File: src/hw/rtl/rorq_pkg.sv
// ----------------------------------------------------------------------------
// Run queue package
// Shared types, field widths and codes for the runtime-ordered run queue.
// ----------------------------------------------------------------------------
`default_nettype none

package rorq_pkg;

    localparam int ID_W    = 8;
    localparam int RT_W    = 63;
    localparam int PRI_W   = 3;
    localparam int SLICE_W = 4;
    localparam int STAT_W  = 2;
    localparam int COUNT_W = 6;

    // Slice reload base and the priority that earns a long slice
    localparam logic [SLICE_W-1:0] SLICE_BASE   = 4'd4;
    localparam logic [PRI_W-1:0]   LONG_PRI_MIN = 3'd2;

    // Operation codes
    localparam logic FUNC_INSERT = 1'b0;
    localparam logic FUNC_SCHED  = 1'b1;

    // Status codes
    localparam logic [STAT_W-1:0] STAT_DONE = 2'd0;
    localparam logic [STAT_W-1:0] STAT_FULL = 2'd1;
    localparam logic [STAT_W-1:0] STAT_IDLE = 2'd2;

    // Configuration register indexes
    localparam logic CFG_IDLE_ID  = 1'b0;
    localparam logic CFG_IDLE_PRI = 1'b1;

    // One queue entry
    typedef struct packed {
        logic [ID_W-1:0]  id;
        logic [RT_W-1:0]  rt;
        logic [PRI_W-1:0] pri;
    } entry_t;

    // Command broadcast to every cell of the chain
    typedef struct packed {
        logic   ins;
        logic   pop;
        entry_t new_entry;
    } cell_ctrl_t;

endpackage : rorq_pkg

`default_nettype wire

File: src/hw/rtl/rorq_cell.sv
// ----------------------------------------------------------------------------
// Run queue cell
// Holds one entry of the sorted chain; shifts right on insert, left on pop.
// ----------------------------------------------------------------------------
`default_nettype none

module rorq_cell
    import rorq_pkg::*;
(
    input  wire logic       clk,
    input  wire cell_ctrl_t ctrl,
    input  wire logic       occupied,
    input  wire logic       left_lt,
    input  wire entry_t     left_entry,
    input  wire entry_t     right_entry,
    output entry_t          entry,
    output logic            lt
);

    entry_t entry_reg;
    entry_t entry_next;

    // Flag an occupied entry that sorts strictly before the new one
    assign lt    = occupied && (entry_reg.rt < ctrl.new_entry.rt);
    assign entry = entry_reg;

    // Keep, take the new entry at the boundary, or shift
    always_comb
    begin
        entry_next = entry_reg;
        if (ctrl.ins)
        begin
            if (!lt)
            begin
                if (left_lt)
                begin
                    entry_next = ctrl.new_entry;
                end
                else
                begin
                    entry_next = left_entry;
                end
            end
        end
        else if (ctrl.pop)
        begin
            entry_next = right_entry;
        end
    end

    always_ff @(posedge clk)
    begin
        entry_reg <= entry_next;
    end

endmodule : rorq_cell

`default_nettype wire

File: config.mk
export PLATFORM = sky130hd
export DESIGN_NAME = rorq_cell
export DESIGN_NICKNAME = d
export VERILOG_FILES = /design/src/hw/rtl/rorq_pkg.sv /design/src/hw/rtl/rorq_cell.sv
export SDC_FILE = /design/constraint.sdc
export NUM_CORES = 1
export LEC_CHECK = 0
export ABC_AREA = 1
export BUFFER_PORTS_ARGS = -buffer_cell sky130_fd_sc_hd__buf_2
export CORE_ASPECT_RATIO = 0.6
export CORE_MARGIN = 8
export CORE_UTILIZATION = 40
export CTS_CLUSTER_SIZE = 25
export DETAILED_ROUTE_END_ITERATION = 12
export GPL_ROUTABILITY_DRIVEN = 1
export PLACE_DENSITY = 0.73
export SKIP_CTS_REPAIR_TIMING = 1
export SLEW_MARGIN = 30
export SYNTH_ARGS = -nofsm -noshare
export SYNTH_HDL_FRONTEND = slang
export SYNTH_SLANG_ARGS = --single-unit
File: constraint.sdc
create_clock -name clk -period 6 [get_ports clk]
set_input_delay 0.3 -clock clk [delete_from_list [all_inputs] [get_ports clk]]
set_output_delay 0.3 -clock clk [all_outputs]
set_load 0.05 [all_outputs]
==> flow_metrics.py, run 1 <==
metrics = {
    "place": {
        "gp_congestion": 0.800,
        "dp_slack_ns": 3.35,
        "dp_hpwl_um": 14300,
        "port_buffers": 301,
    },
    "power": {
        "max-vdd-ir-drop_mv": 0.115,
        "p_leak_nw": 3.85,
        "power.density_nw_per_um2": 248,
    },
    "clock_network": {
        "cts_made_buffers": 9,
        "h-tree-depth": 3,
        "cts_buffer_depth": 2,
        "clkLatencyLatePin_ns": 0.33,
        "clk_pin_slew_ns": 0.06,
        "clkSinkCount": 74,
        "cts_tree": "built",
        "clockRootBuffer": "clkbuf_16",
    },
    "worst_setup_path": {
        "worstPathRequired_ns": 5.97,
        "end_kind": "flip-flop",
        "arrival_ns": 2.55,
        "critPathKind": "flip-flop to flip-flop",
        "cp-start-kind": "flip-flop",
        "rrSetupSlack_ns": 3.42,
        "worst-path-max-fanout": 74,
    },
    "sta": {
        "skew_ns": 0.00519,
        "setup_ws_ns": 3.42,
        "period_share_pct": 43.0,
        "worst_pin_slew_ns": 0.827,
        "finalSetupViolations": 0,
        "fmax_mhz": 387,
        "setup_tns_ns": 0,
        "period_minus_slack_ns": 2.58,
        "slew_headroom_pct": 44.9,
        "finalHoldViolations": 0,
        "drv_slew": 0,
        "rsz0062_at_grt": "false",
    },
    "floorplan": {
        "die_width_um": 166,
        "core-area_um2": 13500,
        "start_util_pct": 40.3,
        "rows": 33,
        "pin_count": 302,
        "fp.dieArea_um2": 17600,
        "die_y_um": 106,
    },
    "detailed_routing": {
        "drt_pre_antenna_iters": 5,
        "vias_per_cell": 4.79,
        "vias": 5569,
        "drtIter0Drc": 289,
        "drt-total-wl_um": 18600,
        "drc": 0,
        "ant_nets": 0,
        "wl_per_cell_um": 16.0,
    },
    "finish": {
        "area_delta_synth_final_pct": 35.6,
        "largest_reg_flops": 74,
        "nNetsFinal": 1271,
        "drive_above_1_share_pct": 33.4,
        "n_antenna_cell": 0,
    },
    "min_path": {
        "hold_path.class": "primary input to flip-flop",
    },
    "run_status": {
        "outcome": "completed",
    },
    "synthesis": {
        "synth_nets": 987,
        "ys_ff_latch": 74,
        "netlist_area_um2": 5420,
        "ys_seq_area_share_pct": 41.0,
        "synth_cell_types": 20,
        "synth.avg_cell_area_um2": 7.76,
        "syn_inst": 698,
        "synth_top_area_share_pct": 41.0,
        "synthTopCellsByArea": "edfxtp_1 (41%), ha_1 (14%), nand2_1 (11%)",
        "yosys_warnings": 0,
        "synth_area_leader_cell": "edfxtp_1",
    },
    "run": {
        "cap_violations": 0,
    },
    "global_routing": {
        "antenna_found_initial": 0,
        "track_usage_pct": 20.7,
        "grt_first_pass_wirelength_um": 29800,
        "grt_pass1_vias": 5689,
        "overflow": 0,
        "grt_max_degree": 77,
    },
}
==> worst paths after layout <==
kind	startpoint	depth (start not counted)	endpoint
setup / recovery	entry[17]	13	entry[53]
hold reg to reg	entry[33]	9	entry[20]
setup reg to reg	entry[17]	13	entry[53]
hold / removal	right_entry[26]	3	entry[26]
==> where the power goes <==
group	leakage, nW	internal, mW	switching, mW
combinational	2.97	0.177	0.406
clock	0.148	0.359	0.214
sequential	0.732	0.642	0.0265
==> synth_stat cells, drive strengths merged <==
library cell    n
nand2         157
o21ai         153
inv            92
nor2           90
edfxtp         74
ha             62
a21oi          21
clkbuf         19
buf            13
nand3           6
nand4           6
o21a            3
nor3            2
==> worst max-delay path, stage by stage (launching register included) <==
cell,delay (ns)
edfxtp_1,0.39
ha_1,0.32
nand2_1,0.08
nor2_2,0.13
nand2_1,0.07
nor2_1,0.10
nor2_1,0.05
nand2_1,0.12
nand2_1,0.07
nand2_1,0.07
nand2_1,0.06
nand2_1,0.08
nand2_1,0.13
nand2_8,0.52
==> cell usage in the layout (no fill, tap or decap), types with 4 or more instances in the layout <==
cell type	instances
nand3_1	4
buf_4	4
clkbuf_16	9
inv_1	89
nand4_1	6
buf_2	301
nor2_1	85
o21ai_1	60
nor2_2	5
ha_1	62
nand2_1	155
a21oi_1	21
o21ai_0	93
edfxtp_1	74
==> per-stage QoR <==
| step | area (um^2) | instances | util, % | power (mW) | hold WS (ns) |
|---|---|---|---|---|---|
| final | 7350 | 1162 | 54.6 | 1.83 | 0.247 |
| after CTS | 7350 | 1162 | 54.6 | 1.85 | 0.237 |
| after detailed placement | 7040 | 1146 | 52.3 | 1.27 | 0.588 |
| after floorplan | 5420 | 698 | - | 1.07 | 0.491 |
| after global placement | 7030 | 1146 | 52.2 | 1.26 | 0.583 |
| after global routing | 7350 | 1162 | 54.6 | 1.92 | 0.247 |
==> cell families after synthesis <==
| kind of cell | after synthesis | synth area share (%) |
|---|---|---|
| and+or+nand+nor | 261 | 19.0 |
| AOI/OAI and AO/OA | 177 | 16.5 |
| buffers and inverters | 124 | 9.19 |
| DFF | 74 | 41.0 |
| adders and majority gates | 62 | 14.3 |
==> routing by layer <==
metal / part of all wire [%] / vias to the layer above / GRT usage [%]
li1: - / 2886 / -
met1: 44 / 2436 / 25.4
met2: 46 / 235 / 34.4
met3: 9.7 / 12 / 8.40
met4: 0.84 / 0 / 3.97
met5: 0 / - / 0
==> area by class of cell <==
cell class	instances	area [um^2]
inverter	92	345
sequential	74	2220
clock buffer	9	225
clock inverter	7	83.8
multi-input combinational	500	2720
timing repair buffer	305	1540
tap	175	219
fill	1331	6110
Power figures use the tool's default switching activity.
==> run 2, diff against run 1 <==
clock period = 2.4 ns   (was 6 ns; I/O delays follow)
==> run 2 against run 1 <==
Against the previous run:
- total power rose to 2.6 times the previous value
- utilization up 2.5 points
- routed wire length up 5.6%
- first-iteration DRC count up 38%
- worst setup slack worse by 3.3 ns
- register-to-register slack worse by 3.3 ns
- non-clock buffer count up 17
- largest cell class unchanged
- flip-flop and latch count unchanged
- clock power up 150%
- final cell count up 1.5%
- highest routed layer unchanged
==> flow_metrics.py, run 2 (same netlist as run 1, synthesis figures left out) <==
metrics = {
    "clock_network": {
        "h-tree-depth": 3,
        "clk_pin_slew_ns": 0.06,
        "cts_tree": "built",
        "cts_buffer_depth": 2,
        "cts_made_buffers": 9,
        "clkLatencyLatePin_ns": 0.33,
        "clockRootBuffer": "clkbuf_16",
        "clkSinkCount": 74,
    },
    "min_path": {
        "hold_path.class": "primary input to flip-flop",
        "min_from": "right_entry[30]",
    },
    "run_status": {
        "outcome": "completed",
    },
    "finish": {
        "layout_common_cells": "buf_2 (300), nand2_1 (148), o21ai_0 (93), inv_1 (89), nor2_1 (84)",
        "n_antenna_cell": 0,
        "utilization_pct": 57.1,
        "largest_reg_flops": 74,
        "final_common_cell": "buf_2",
        "nNetsFinal": 1290,
        "fillCellCount": 1284,
        "drive_above_1_share_pct": 35.7,
        "stdcell_area_um2": 7680,
        "area_delta_synth_final_pct": 41.7,
    },
    "power": {
        "sw_frac_of_total_pct": 35.1,
        "p_comb_share_pct": 34.0,
        "p_leak_nw": 4.00,
        "seqPwrFrac_pct": 35.8,
        "switching_power_mw": 1.64,
        "max-vdd-ir-drop_mv": 0.339,
        "p_int_mw": 3.04,
        "clkPwrFrac_pct": 30.2,
        "power.density_nw_per_um2": 609,
    },
    "floorplan": {
        "rows": 33,
        "die_width_um": 166,
        "core-area_um2": 13500,
        "die_y_um": 106,
        "start_util_pct": 40.3,
        "fp.dieArea_um2": 17600,
        "pin_count": 302,
    },
    "sta": {
        "setup_ws_ns": 0.148,
        "skew_ns": 0.00776,
        "finalHoldViolations": 0,
        "period_share_pct": 93.8,
        "fmax_mhz": 444,
        "rsz0062_at_grt": "true",
        "slew_headroom_pct": 50.5,
        "finalSetupViolations": 0,
        "setup_tns_ns": 0,
        "worst_pin_slew_ns": 0.742,
        "period_minus_slack_ns": 2.25,
        "drv_slew": 0,
    },
    "worst_setup_path": {
        "crit_chain": "ha_1, nand4_1, nor2_1, nand2_2, nor3_2, nand2_2, nand2_2, nand2_4, nand2_8, clkbuf_16",
        "worstPathRequired_ns": 2.44,
        "rrSetupSlack_ns": 0.15,
        "arrival_ns": 2.30,
        "cp_common_cell": "nand2_2",
        "cp-start-kind": "flip-flop",
        "cp_slowest_cell": "edfxtp_1",
        "cp_slowest_stage_delay_ns": 0.42,
        "critPathLaunch": "entry[57]",
        "end_kind": "flip-flop",
        "worst-path-max-fanout": 7,
        "reg2reg_from": "entry[57]",
        "critPathKind": "flip-flop to flip-flop",
    },
    "place": {
        "dp_slack_ns": 0.122,
        "post_dp_cell_area_um2": 7130,
        "dp_hpwl_um": 15600,
        "gp_congestion": 0.866,
        "port_buffers": 301,
    },
    "detailed_routing": {
        "drt_pre_antenna_iters": 5,
        "drc": 0,
        "drt-total-wl_um": 19700,
        "drtIter0Drc": 400,
        "ant_nets": 0,
        "vias": 5780,
        "wl_per_cell_um": 16.7,
        "vias_per_cell": 4.90,
    },
    "global_routing": {
        "track_usage_pct": 20.9,
        "grt_first_pass_wirelength_um": 29800,
        "overflow": 0,
        "grt_max_degree": 75,
        "grt_pass1_vias": 5633,
        "antenna_found_initial": 0,
    },
    "run": {
        "cap_violations": 0,
    },
}
## run 2: cell count changes in the layout (fill, tap and decap cells not counted), moves of 2 or more
cell | before | now
buf_12 | 0 | 2
buf_4 | 4 | 11
buf_6 | 0 | 3
clkbuf_16 | 9 | 13
clkinv_1 | 3 | 1
nand2_1 | 155 | 148
nand2_2 | 1 | 7
nand2_4 | 0 | 3
## run 2: critical path, delay by kind of cell (launching register included)
kind	cells	cell delay, ns
simple gates	8	1.03
fa+ha+maj	1	0.34
buf+inv	1	0.18
flops	1	0.42
## run 2: layer usage
layer | track usage [%] | routed length [um] | part of all wire [%] | up-vias
met5 | 0 | 0 | 0 | -
met1 | 25.5 | 8540 | 43 | 2593
met2 | 34.3 | 9050 | 46 | 242
met4 | 4.93 | 267 | 1.4 | 0
met3 | 8.32 | 1800 | 9.2 | 16
li1 | - | - | - | 2929
## run 2: power by group through the flow
stage / registers (mW) / logic (mW) / clock network, mW
after global routing: 1.69 / 1.73 / 1.50
after floorplan: 2.15 / 0.517 / 0
after global placement: 1.69 / 1.49 / 0
after detailed placement: 1.70 / 1.51 / 0
final: 1.67 / 1.59 / 1.41
after CTS: 1.67 / 1.51 / 1.44
## run 2: path summary, 6_finish.rpt
path | end | cells past startpoint
worst max-delay path | entry[63] | 10
worst min-delay path | entry[30] | 3
worst max register to register | entry[63] | 10
worst min register to register | entry[52] | 9
## run 2: layout make-up
class	instances	area, um^2	area share (%)
clock buffer	10	229	2.98
clock inverter	5	80.1	1.04
inverter	92	345	4.50
multi-input combinational	502	2790	36.3
sequential	74	2220	28.9
tap	175	219	2.85
timing repair buffer	322	1800	23.4
## run 2: per-stage QoR
step           hold slack (ns)  power, mW  std cells
6_report                0.0719       4.68       1180
5_1_grt                 0.0777       4.92       1180
4_1_cts                 0.0585       4.63       1168
3_5_place_dp             0.405       3.21       1153
3_3_place_gp             0.405       3.18       1153
2_1_floorplan            0.311       2.67        698
